### src/hw/rtl/smx_pkg.sv
// ----------------------------------------------------------------------------
// smx_pkg
// Shared types and codes for the stack machine executor.
// ----------------------------------------------------------------------------
package smx_pkg;

	localparam int PC_W    = 9;
	localparam int DEPTH_W = 9;
	localparam int WORD_W  = 32;
	localparam int DMEM_N  = 256;

	localparam logic [7:0] OP_HALT  = 8'd0;
	localparam logic [7:0] OP_PUSH  = 8'd1;
	localparam logic [7:0] OP_POP   = 8'd2;
	localparam logic [7:0] OP_ADD   = 8'd3;
	localparam logic [7:0] OP_SUB   = 8'd4;
	localparam logic [7:0] OP_MUL   = 8'd5;
	localparam logic [7:0] OP_DIV   = 8'd6;
	localparam logic [7:0] OP_EMIT  = 8'd7;
	localparam logic [7:0] OP_JMP   = 8'd8;
	localparam logic [7:0] OP_JZ    = 8'd9;
	localparam logic [7:0] OP_LOAD  = 8'd10;
	localparam logic [7:0] OP_SAVE  = 8'd11;

	localparam logic [2:0] ST_RUN   = 3'd0;
	localparam logic [2:0] ST_HALT  = 3'd1;
	localparam logic [2:0] ST_BADOP = 3'd2;
	localparam logic [2:0] ST_UNDER = 3'd3;
	localparam logic [2:0] ST_OVER  = 3'd4;
	localparam logic [2:0] ST_PCEND = 3'd5;

	typedef struct packed {
		logic [7:0] opcode;
		logic [7:0] operand;
	} in_item_t;

	typedef struct packed {
		logic [PC_W-1:0]           next_pc;
		logic [2:0]                status;
		logic                      print_valid;
		logic signed [WORD_W-1:0]  print_value;
		logic [DEPTH_W-1:0]        stack_depth;
	} out_item_t;

	typedef struct packed {
		logic take;
		logic rd_a;
		logic cap_b;
		logic cap_a;
		logic div_start;
		logic exec;
	} cmd_t;

	typedef struct packed {
		logic need_div;
		logic div_done;
		logic out_free;
	} stat_t;

endpackage

### src/hw/rtl/smx_ctrl.sv
// ----------------------------------------------------------------------------
// smx_ctrl
// Sequencer: operand fetch, optional divide, execute.
// ----------------------------------------------------------------------------
module smx_ctrl (
	input  logic           clk,
	input  logic           arst_n,
	input  logic           in_fire,
	input  smx_pkg::stat_t stat,
	output smx_pkg::cmd_t  cmd
);
	typedef enum logic [5:0] {
		S_IDLE  = 6'b000001,
		S_RDA   = 6'b000010,
		S_CAPA  = 6'b000100,
		S_DST   = 6'b001000,
		S_DWAIT = 6'b010000,
		S_EXEC  = 6'b100000
	} state_t;

	state_t state_q, state_d;

	always_comb begin
		state_d = state_q;
		case (state_q)
			S_IDLE:  if (in_fire) state_d = S_RDA;
			S_RDA:   state_d = S_CAPA;
			S_CAPA:  state_d = stat.need_div ? S_DST : S_EXEC;
			S_DST:   state_d = S_DWAIT;
			S_DWAIT: if (stat.div_done) state_d = S_EXEC;
			S_EXEC:  if (stat.out_free) state_d = S_IDLE;
			default: state_d = S_IDLE;
		endcase
	end

	always_ff @(posedge clk or negedge arst_n) begin
		if (!arst_n) begin
			state_q <= S_IDLE;
		end else begin
			state_q <= state_d;
		end
	end

	always_comb begin
		cmd           = '0;
		cmd.take      = (state_q == S_IDLE);
		cmd.rd_a      = (state_q == S_RDA);
		cmd.cap_b     = (state_q == S_RDA);
		cmd.cap_a     = (state_q == S_CAPA);
		cmd.div_start = (state_q == S_DST);
		cmd.exec      = (state_q == S_EXEC) && stat.out_free;
	end
endmodule

### config.mk
export PLATFORM = sky130hd
export DESIGN_NAME = smx_ctrl
export DESIGN_NICKNAME = d
export VERILOG_FILES = /design/src/hw/rtl/smx_pkg.sv /design/src/hw/rtl/smx_ctrl.sv
export SDC_FILE = /design/constraint.sdc
export NUM_CORES = 1
export LEC_CHECK = 0
export ABC_AREA = 1
export BUFFER_PORTS_ARGS = -buffer_cell sky130_fd_sc_hd__buf_2
export CAP_MARGIN = 20
export CORE_AREA = 2 2 39 41
export CTS_CLUSTER_DIAMETER = 80
export DETAILED_ROUTE_END_ITERATION = 10
export DIE_AREA = 0 0 41 43
export PLACE_DENSITY_LB_ADDON = 0.25
export SETUP_SLACK_MARGIN = 0.3
export SYNTH_ARGS = -nofsm -noshare
export SYNTH_HDL_FRONTEND = slang
export SYNTH_SLANG_ARGS = --single-unit
### constraint.sdc
create_clock -name clk -period 1.2 [get_ports clk]
set_input_delay 0.12 -clock clk [delete_from_list [all_inputs] [get_ports clk]]
set_output_delay 0.12 -clock clk [all_outputs]
set_load 0.05 [all_outputs]
---- Word level (Yosys, flattened, before mapping) ----
Index checks and enable logic that the tools add are counted.
W data, S select, Z words.
word-level totals
  register bits after elaboration ......... 6
  bits of input ports ..................... 6
  output and inout bits ................... 6
  logic and storage cells ................. 17
operators by class
  eq/ne operators ......................... 9
  multiplexer cells ....................... 5
  reductions and logical operators ........ 2
operators by type and width
  cell                  count
  $pmux W6 S6           1
  $mux W6               4
  $eq A6 B1 Y1 const B  1
  $eq A6 B2 Y1 const B  1
  $eq A6 B3 Y1 const B  1
  $eq A6 B4 Y1 const B  1
  $eq A6 B5 Y1 const B  1
  $eq A6 B6 Y1 const B  1
  $ne A2 B2 Y1 const B  3
  $reduce_and A3 Y1     1
  $logic_and A1 B1 Y1   1

---- Logic depth before layout (Yosys ltp) ----
Gate-level depths: netlist (run 1).
  depth in word-level cells ............... 3
  gate-level depth with buffers ........... 7
  mapped depth without buffers ............ 7

---- Least setup slack after synthesis (run 1) ----
OpenSTA, ideal clock, no wires.
  kind .................................... register to output
  start ................................... reg state_q[2]
  end ..................................... out cmd[4] (netlist name)
  data arrival time ....................... 1.301 ns
  required time ........................... 1.080 ns
  setup slack ............................. -0.221 ns
  stages on the path, launching flop included .. 5
  buffers on the path ..................... 1
  cell sequence ........................... dfrtp_1 > nor2_4 > nand3_1 > inv_1 > buf_4
RTL lines
  what                      line            RTL
  start: declaration        smx_ctrl.sv:21  state_t state_q, state_d;
  start signal: assignment  smx_ctrl.sv:40  state_q <= state_d;
  end: declaration          smx_ctrl.sv:10  output smx_pkg::cmd_t cmd

==> run_results.csv, run 1 <==
group,metric,value,unit
cts,clock_latency,0.25,ns
route,vias,384,
cells_and_area,largest_register_ffs,6,
power,pwr_density_cell,2400,nW/µm²
cells_and_area,final_cell_mix,"inv_1, nor2_4, buf_6, nand2_1",
timing,finalCritPeriodShare,119,%
timing,worst_slack,-0.230,ns
place,gp_congestion,0.739,
yosys,yosysSeqAreaShare,38.7,%
cells_and_area,largest_registers,"state_q: 6 flops",
place,place_area,519,µm²
timing,fin_hold_ws,0.124,ns
power,ir_drop,1600,µV
cells_and_area,final_common_cell,"inv_1",
route,drt_iter0_markers,2,
setup_path,crit_fanout,6,
yosys,syn_area_per_cell,7.25,µm²
global_routing,grt_first_pass_wirelength,1670,µm
timing,worst_clock_skew,0.00726,ns
cts,numCtsBuffers,3,
place,pre_cts_ws,-0.0980,ns
route,routed_wl,935,µm
route,detail-route-antenna-nets,0,
yosys,synthTopCellsByArea,"dfrtp_1, inv_1, nor2_4, nand3_1, nor2_1",
cells_and_area,post-route-util,51.7,%
hold_path,min_path_type,"in2reg",
route,wire_per_inst,10.1,µm
cts,cts.htree.levels,1,
setup_path,regToRegStartpoint,"state_q[0]",
floorplanning,num_rows,14,
route,drc,0,
cells_and_area,nets,84,
timing,rsz0062_at_grt,"true",
floorplanning,ios,12,
yosys,synth_cell_types,14,
timing,fmax,700,MHz
cts,clk_pin_slew,0.05,ns
setup_path,critPathLaunch,"state_q[3]",
flow_run,maxCapViolations,0,
power,p_leak,0.338,nW
global_routing,grtUsageTotal,14.5,%
floorplanning,core,1380,µm²
cells_and_area,fillers,141,
cells_and_area,synthToLayoutAreaGrowth,82.7,%
cells_and_area,diodes,0,
floorplanning,die_h,43,µm
yosys,synth_top_area_share,31.9,%
floorplanning,start_util,28.3,%
setup_path,setup.worst_path.end_class,"output port",
cts,cts_sinks,6,
place,dp_hpwl,648,µm
cts,clockBufferDepth,2,
cells_and_area,stdcell_area,716,µm²
place,io_buffers,11,
timing,setup_viol,9,
global_routing,grt-ovfl-total,0,
timing,tns,-1.69,ns
timing,maxSlewHeadroom,82.0,%
hold_path,worstHoldStart,"stat[2]",
global_routing,grt_pass1_vias,377,
floorplanning,die_x,41,µm
timing,worst_slew_pin_slew,0.269,ns
global_routing,grt_max_degree,7,
yosys,syn-num-nets,60,
timing,min_period,1.43,ns
yosys,ys_ff_latch,6,
yosys,synthCells,54,
timing,drv_slew,0,
global_routing,antenna_found_initial,0,
place,dp.cells,81,
cts,cts_tree,"done",
floorplanning,die_area,1760,µm²
power,total_power,1.72,mW
setup_path,cp-start-kind,"flip-flop",
setup_path,crit_arrival,1.31,ns
cells_and_area,drive_above_1_share,59.7,%
setup_path,r2r_slack,-0.18,ns
route,via_per_inst,4.13,
status,status,"finished, violations left",
setup_path,worstPathRequired,1.08,ns
yosys,yosys.area.top_type,"dfrtp_1",
cells_and_area,top_register,"state_q",
route,drt_pass1_iterations,2,
yosys,synth_area,392,µm²
cts,clockRootBuffer,"clkbuf_4",
yosys,yosys_warnings,0,
cells_and_area,final_cells,93,
status,violations,"setup timing",
timing,hold_viol,0,
setup_path,critPathKind,"reg2out",
[worst max-delay path, stage by stage (launching register included)]
cell and delay [ns]:
dfrtp_1 0.42, nor2_4 0.26, nand3_2 0.13, nor2_4 0.10, buf_8 0.15
[per-layer routing]
metal | GRT usage, % | vias to the layer above | part of all wire, %
met3 | 1.57 | 2 | 4.1
met2 | 19.1 | 9 | 48
met1 | 20.2 | 167 | 46
met4 | 12.0 | 0 | 1.5
met5 | 0 | - | 0
li1 | - | 206 | -
[cells by family after synthesis]
family,synth area share [%]
flops,38.7
simple gates,43.8
buf+inv,16.3
compound gates,1.28
[Yosys cell counts]
| library cell | instances |
|---|---|
| nand3_2 | 1 |
| buf_4 | 1 |
| nor2_1 | 8 |
| nor2_2 | 2 |
| nand4_1 | 2 |
| nor3_1 | 1 |
| nand3_1 | 6 |
| o21ai_1 | 1 |
| inv_1 | 14 |
| dfstp_2 | 1 |
| nor2_4 | 4 |
| nand2_1 | 7 |
| dfrtp_1 | 5 |
| inv_2 | 1 |
[path summary, 6_finish.rpt]
kind / depth (start not counted) / to
worst max-delay path: 4 / cmd[0]
worst min register to register: 3 / state_q[4]
max in group asynchronous: 2 / state_q[0]
min in group asynchronous: 2 / state_q[3]
worst min-delay path: 3 / state_q[3]
worst max register to register: 8 / state_q[5]
[where the power goes]
| group | internal, mW | total, mW | switching [mW] |
|---|---|---|---|
| Sequential | 0.274 | 0.346 | 0.0719 |
| Combinational | 0.505 | 1.16 | 0.658 |
| Clock | 0.127 | 0.212 | 0.0853 |
| Total | 0.906 | 1.72 | 0.815 |
[layout make-up]
class / count / area [µm²] / area share [%]
clock buffer: 4 / 26.3 / 3.67
inverter: 15 / 71.3 / 9.97
multi-input combinational: 32 / 256 / 35.8
sequential: 6 / 153 / 21.3
tap: 16 / 20.0 / 2.80
timing repair buffer: 20 / 189 / 26.4
[repair_timing]
action / in CTS / in global routing
gates resized for setup: 22 / 7
pin swaps: 5 / 10
endpoints found under the hold margin: 6 / 0
setup endpoints to repair: 12 / 12
hold buffers: 1 / 0
buffers inserted: 5 / 2
(Power assumes the default switching activity.)
==> run 2: changes to the inputs <==
Settings changed: CTS_BUF_LIST from default to sky130_fd_sc_hd__clkbuf_8.
==> run_results.csv, run 2 (same netlist as run 1, synthesis figures left out) <==
group,metric,value,unit
status,status,"finished, violations left",
status,violations,"setup timing",
setup_path,worstPathRequired,1.08,ns
floorplanning,ios,12,
flow_run,maxCapViolations,0,
timing,rsz0062_at_grt,"true",
cts,clockBufferDepth,2,
route,drt_iter0_markers,1,
timing,maxSlewHeadroom,85.2,%
cells_and_area,synthToLayoutAreaGrowth,81.8,%
timing,min_period,1.39,ns
setup_path,cp_slowest_cell,"dfrtp_1",
power,power.switching,798,µW
cells_and_area,largest_registers,"state_q: 6 flops",
timing,worst_slack,-0.194,ns
cts,cts_sinks,6,
setup_path,cp-start-kind,"flip-flop",
floorplanning,die_x,41,µm
route,routed_wl,945,µm
global_routing,grtUsageTotal,14.9,%
setup_path,crit_fanout,6,
route,wire_per_inst,10.2,µm
cells_and_area,post-route-util,51.4,%
route,drc,0,
cts,numCtsBuffers,3,
power,pwr_density_cell,2480,nW/µm²
cells_and_area,seqCellArea,153,µm²
cts,clockRootBuffer,"clkbuf_8",
global_routing,antenna_found_initial,0,
timing,drv_slew,0,
cts,cts_tree,"done",
setup_path,critPathKind,"reg2out",
timing,setup_viol,10,
route,via_per_inst,4.32,
global_routing,grt_first_pass_wirelength,1680,µm
floorplanning,core,1380,µm²
route,detail-route-antenna-nets,0,
power,p_leak,0.346,nW
floorplanning,die_h,43,µm
cells_and_area,fillers,138,
global_routing,grt_max_degree,7,
cells_and_area,final_cell_mix,"inv_1, nor2_4, buf_6, nand2_1",
power,ir_drop,1740,µV
setup_path,crit_arrival,1.27,ns
place,io_buffers,11,
hold_path,min_path_type,"in2reg",
timing,worst_clock_skew,0.00480,ns
setup_path,critPathCapture,"cmd[3]",
setup_path,setup.worst_path.end_class,"output port",
global_routing,grt-ovfl-total,0,
place,place_area,519,µm²
setup_path,r2r_slack,-0.17,ns
route,drt_pass1_iterations,2,
cells_and_area,final_common_cell,"inv_1",
route,vias,402,
timing,fin_hold_ws,0.125,ns
timing,finalCritPeriodShare,116,%
setup_path,reg2reg_depth,8,
setup_path,slowest_delay,0.41,ns
floorplanning,die_area,1760,µm²
power,pwr-share-clk,18.5,%
cells_and_area,drive_above_1_share,58.4,%
cts,cts.htree.levels,1,
timing,hold_viol,0,
timing,worst_slew_pin_slew,0.221,ns
power,cell_internal_pwr,967,µW
cts,clock_latency,0.23,ns
floorplanning,start_util,28.3,%
setup_path,regToRegStartpoint,"state_q[0]",
timing,fmax,717,MHz
cells_and_area,stdcell_area,712,µm²
global_routing,grt_pass1_vias,369,
cts,clk_pin_slew,0.04,ns
setup_path,r2r_end,"state_q[5]",
cells_and_area,top_register,"state_q",
cells_and_area,diodes,0,
cells_and_area,nets,84,
cells_and_area,largest_register_ffs,6,
cells_and_area,multi_input_area,241,µm²
power,swShare,45.2,%
power,combPwrFrac,62.1,%
floorplanning,num_rows,14,
setup_path,critPathLaunch,"state_q[2]",
place,gp_congestion,0.739,
place,dp_hpwl,648,µm
setup_path,crit_chain,"nor2_4 > nand3_2 > clkinvlp_4 > buf_6",
power,power.share.sequential,19.4,%
-- run 2: changes by cell type in the layout (fill, tap and decap cells not counted) --
cell,before,now
clkbuf_1,1,0
inv_1,9,11
nand3_2,1,3
buf_4,4,5
clkbuf_8,0,3
inv_2,2,1
nand3_4,4,2
clkbuf_4,3,0
buf_8,3,2
-- run 2: layout make-up --
class                           instances  area share (%)
Clock buffer                            3            5.80
Clock inverter                          1           0.527
Inverter                               15            10.0
Multi-Input combinational cell         32            33.9
Sequential cell                         6            21.4
Tap cell                               16            2.81
Timing Repair Buffer                   20            25.5
-- run 2: repair_timing --
| item | 4_1_cts | 5_1_grt |
|---|---|---|
| endpoints found under the setup margin | 12 | 12 |
| hold buffers | 1 | 0 |
| pin swaps | 5 | 1 |
| setup buffers | 6 | 1 |
| hold endpoints to repair | 6 | 0 |
| gates resized for setup | 23 | 1 |
-- run 2: how the worst min path moves through the flow --
stage / start / endpoint / cells past startpoint
after floorplan: arst_n / state_q[1] / 0
after global routing: in_fire / state_q[0] / 4
after CTS: stat[2] / state_q[3] / 3
after detailed placement: arst_n / state_q[2] / 1
after global placement: arst_n / state_q[2] / 1
final: in_fire / state_q[0] / 4
-- run 2: metrics by stage --
step                      setup WS (ns)  instances  setup TNS, ns  total power, mW
after floorplan                  -0.109         54         -0.109            0.979
after global placement          -0.0829         81         -0.225             1.08
after detailed placement        -0.0980         81         -0.279             1.09
after CTS                        -0.202         92          -1.59             1.76
after global routing             -0.263         93          -2.26             1.87
final                            -0.194         93          -1.59             1.76
-- run 2: power groups by stage --
stage | Clock, mW | Combinational, mW | Sequential, mW
2_1_floorplan | 0 | 0.640 | 0.339
3_5_place_dp | 0 | 0.743 | 0.346
5_1_grt | 0.339 | 1.18 | 0.356
3_3_place_gp | 0 | 0.735 | 0.344
4_1_cts | 0.336 | 1.08 | 0.343
6_report | 0.326 | 1.10 | 0.343
-- run 2: metal layers --
layer  up-vias  share of wire, %  wire [µm]  global-route usage [%]
li1        207                 -          -                       -
met1       178                43        402                    19.9
met2        12                48        455                    19.4
met3         5               5.3         50                    3.66
met4         0               3.8         36                    12.0
met5         -                 0          0                       0
-- run 2: worst max-delay path: cells and delay by family (launching register included) --
kind,cells,cell delay [ns]
AND/OR/NAND/NOR,2,0.37
buffers and inverters,2,0.26
flip-flops,1,0.41
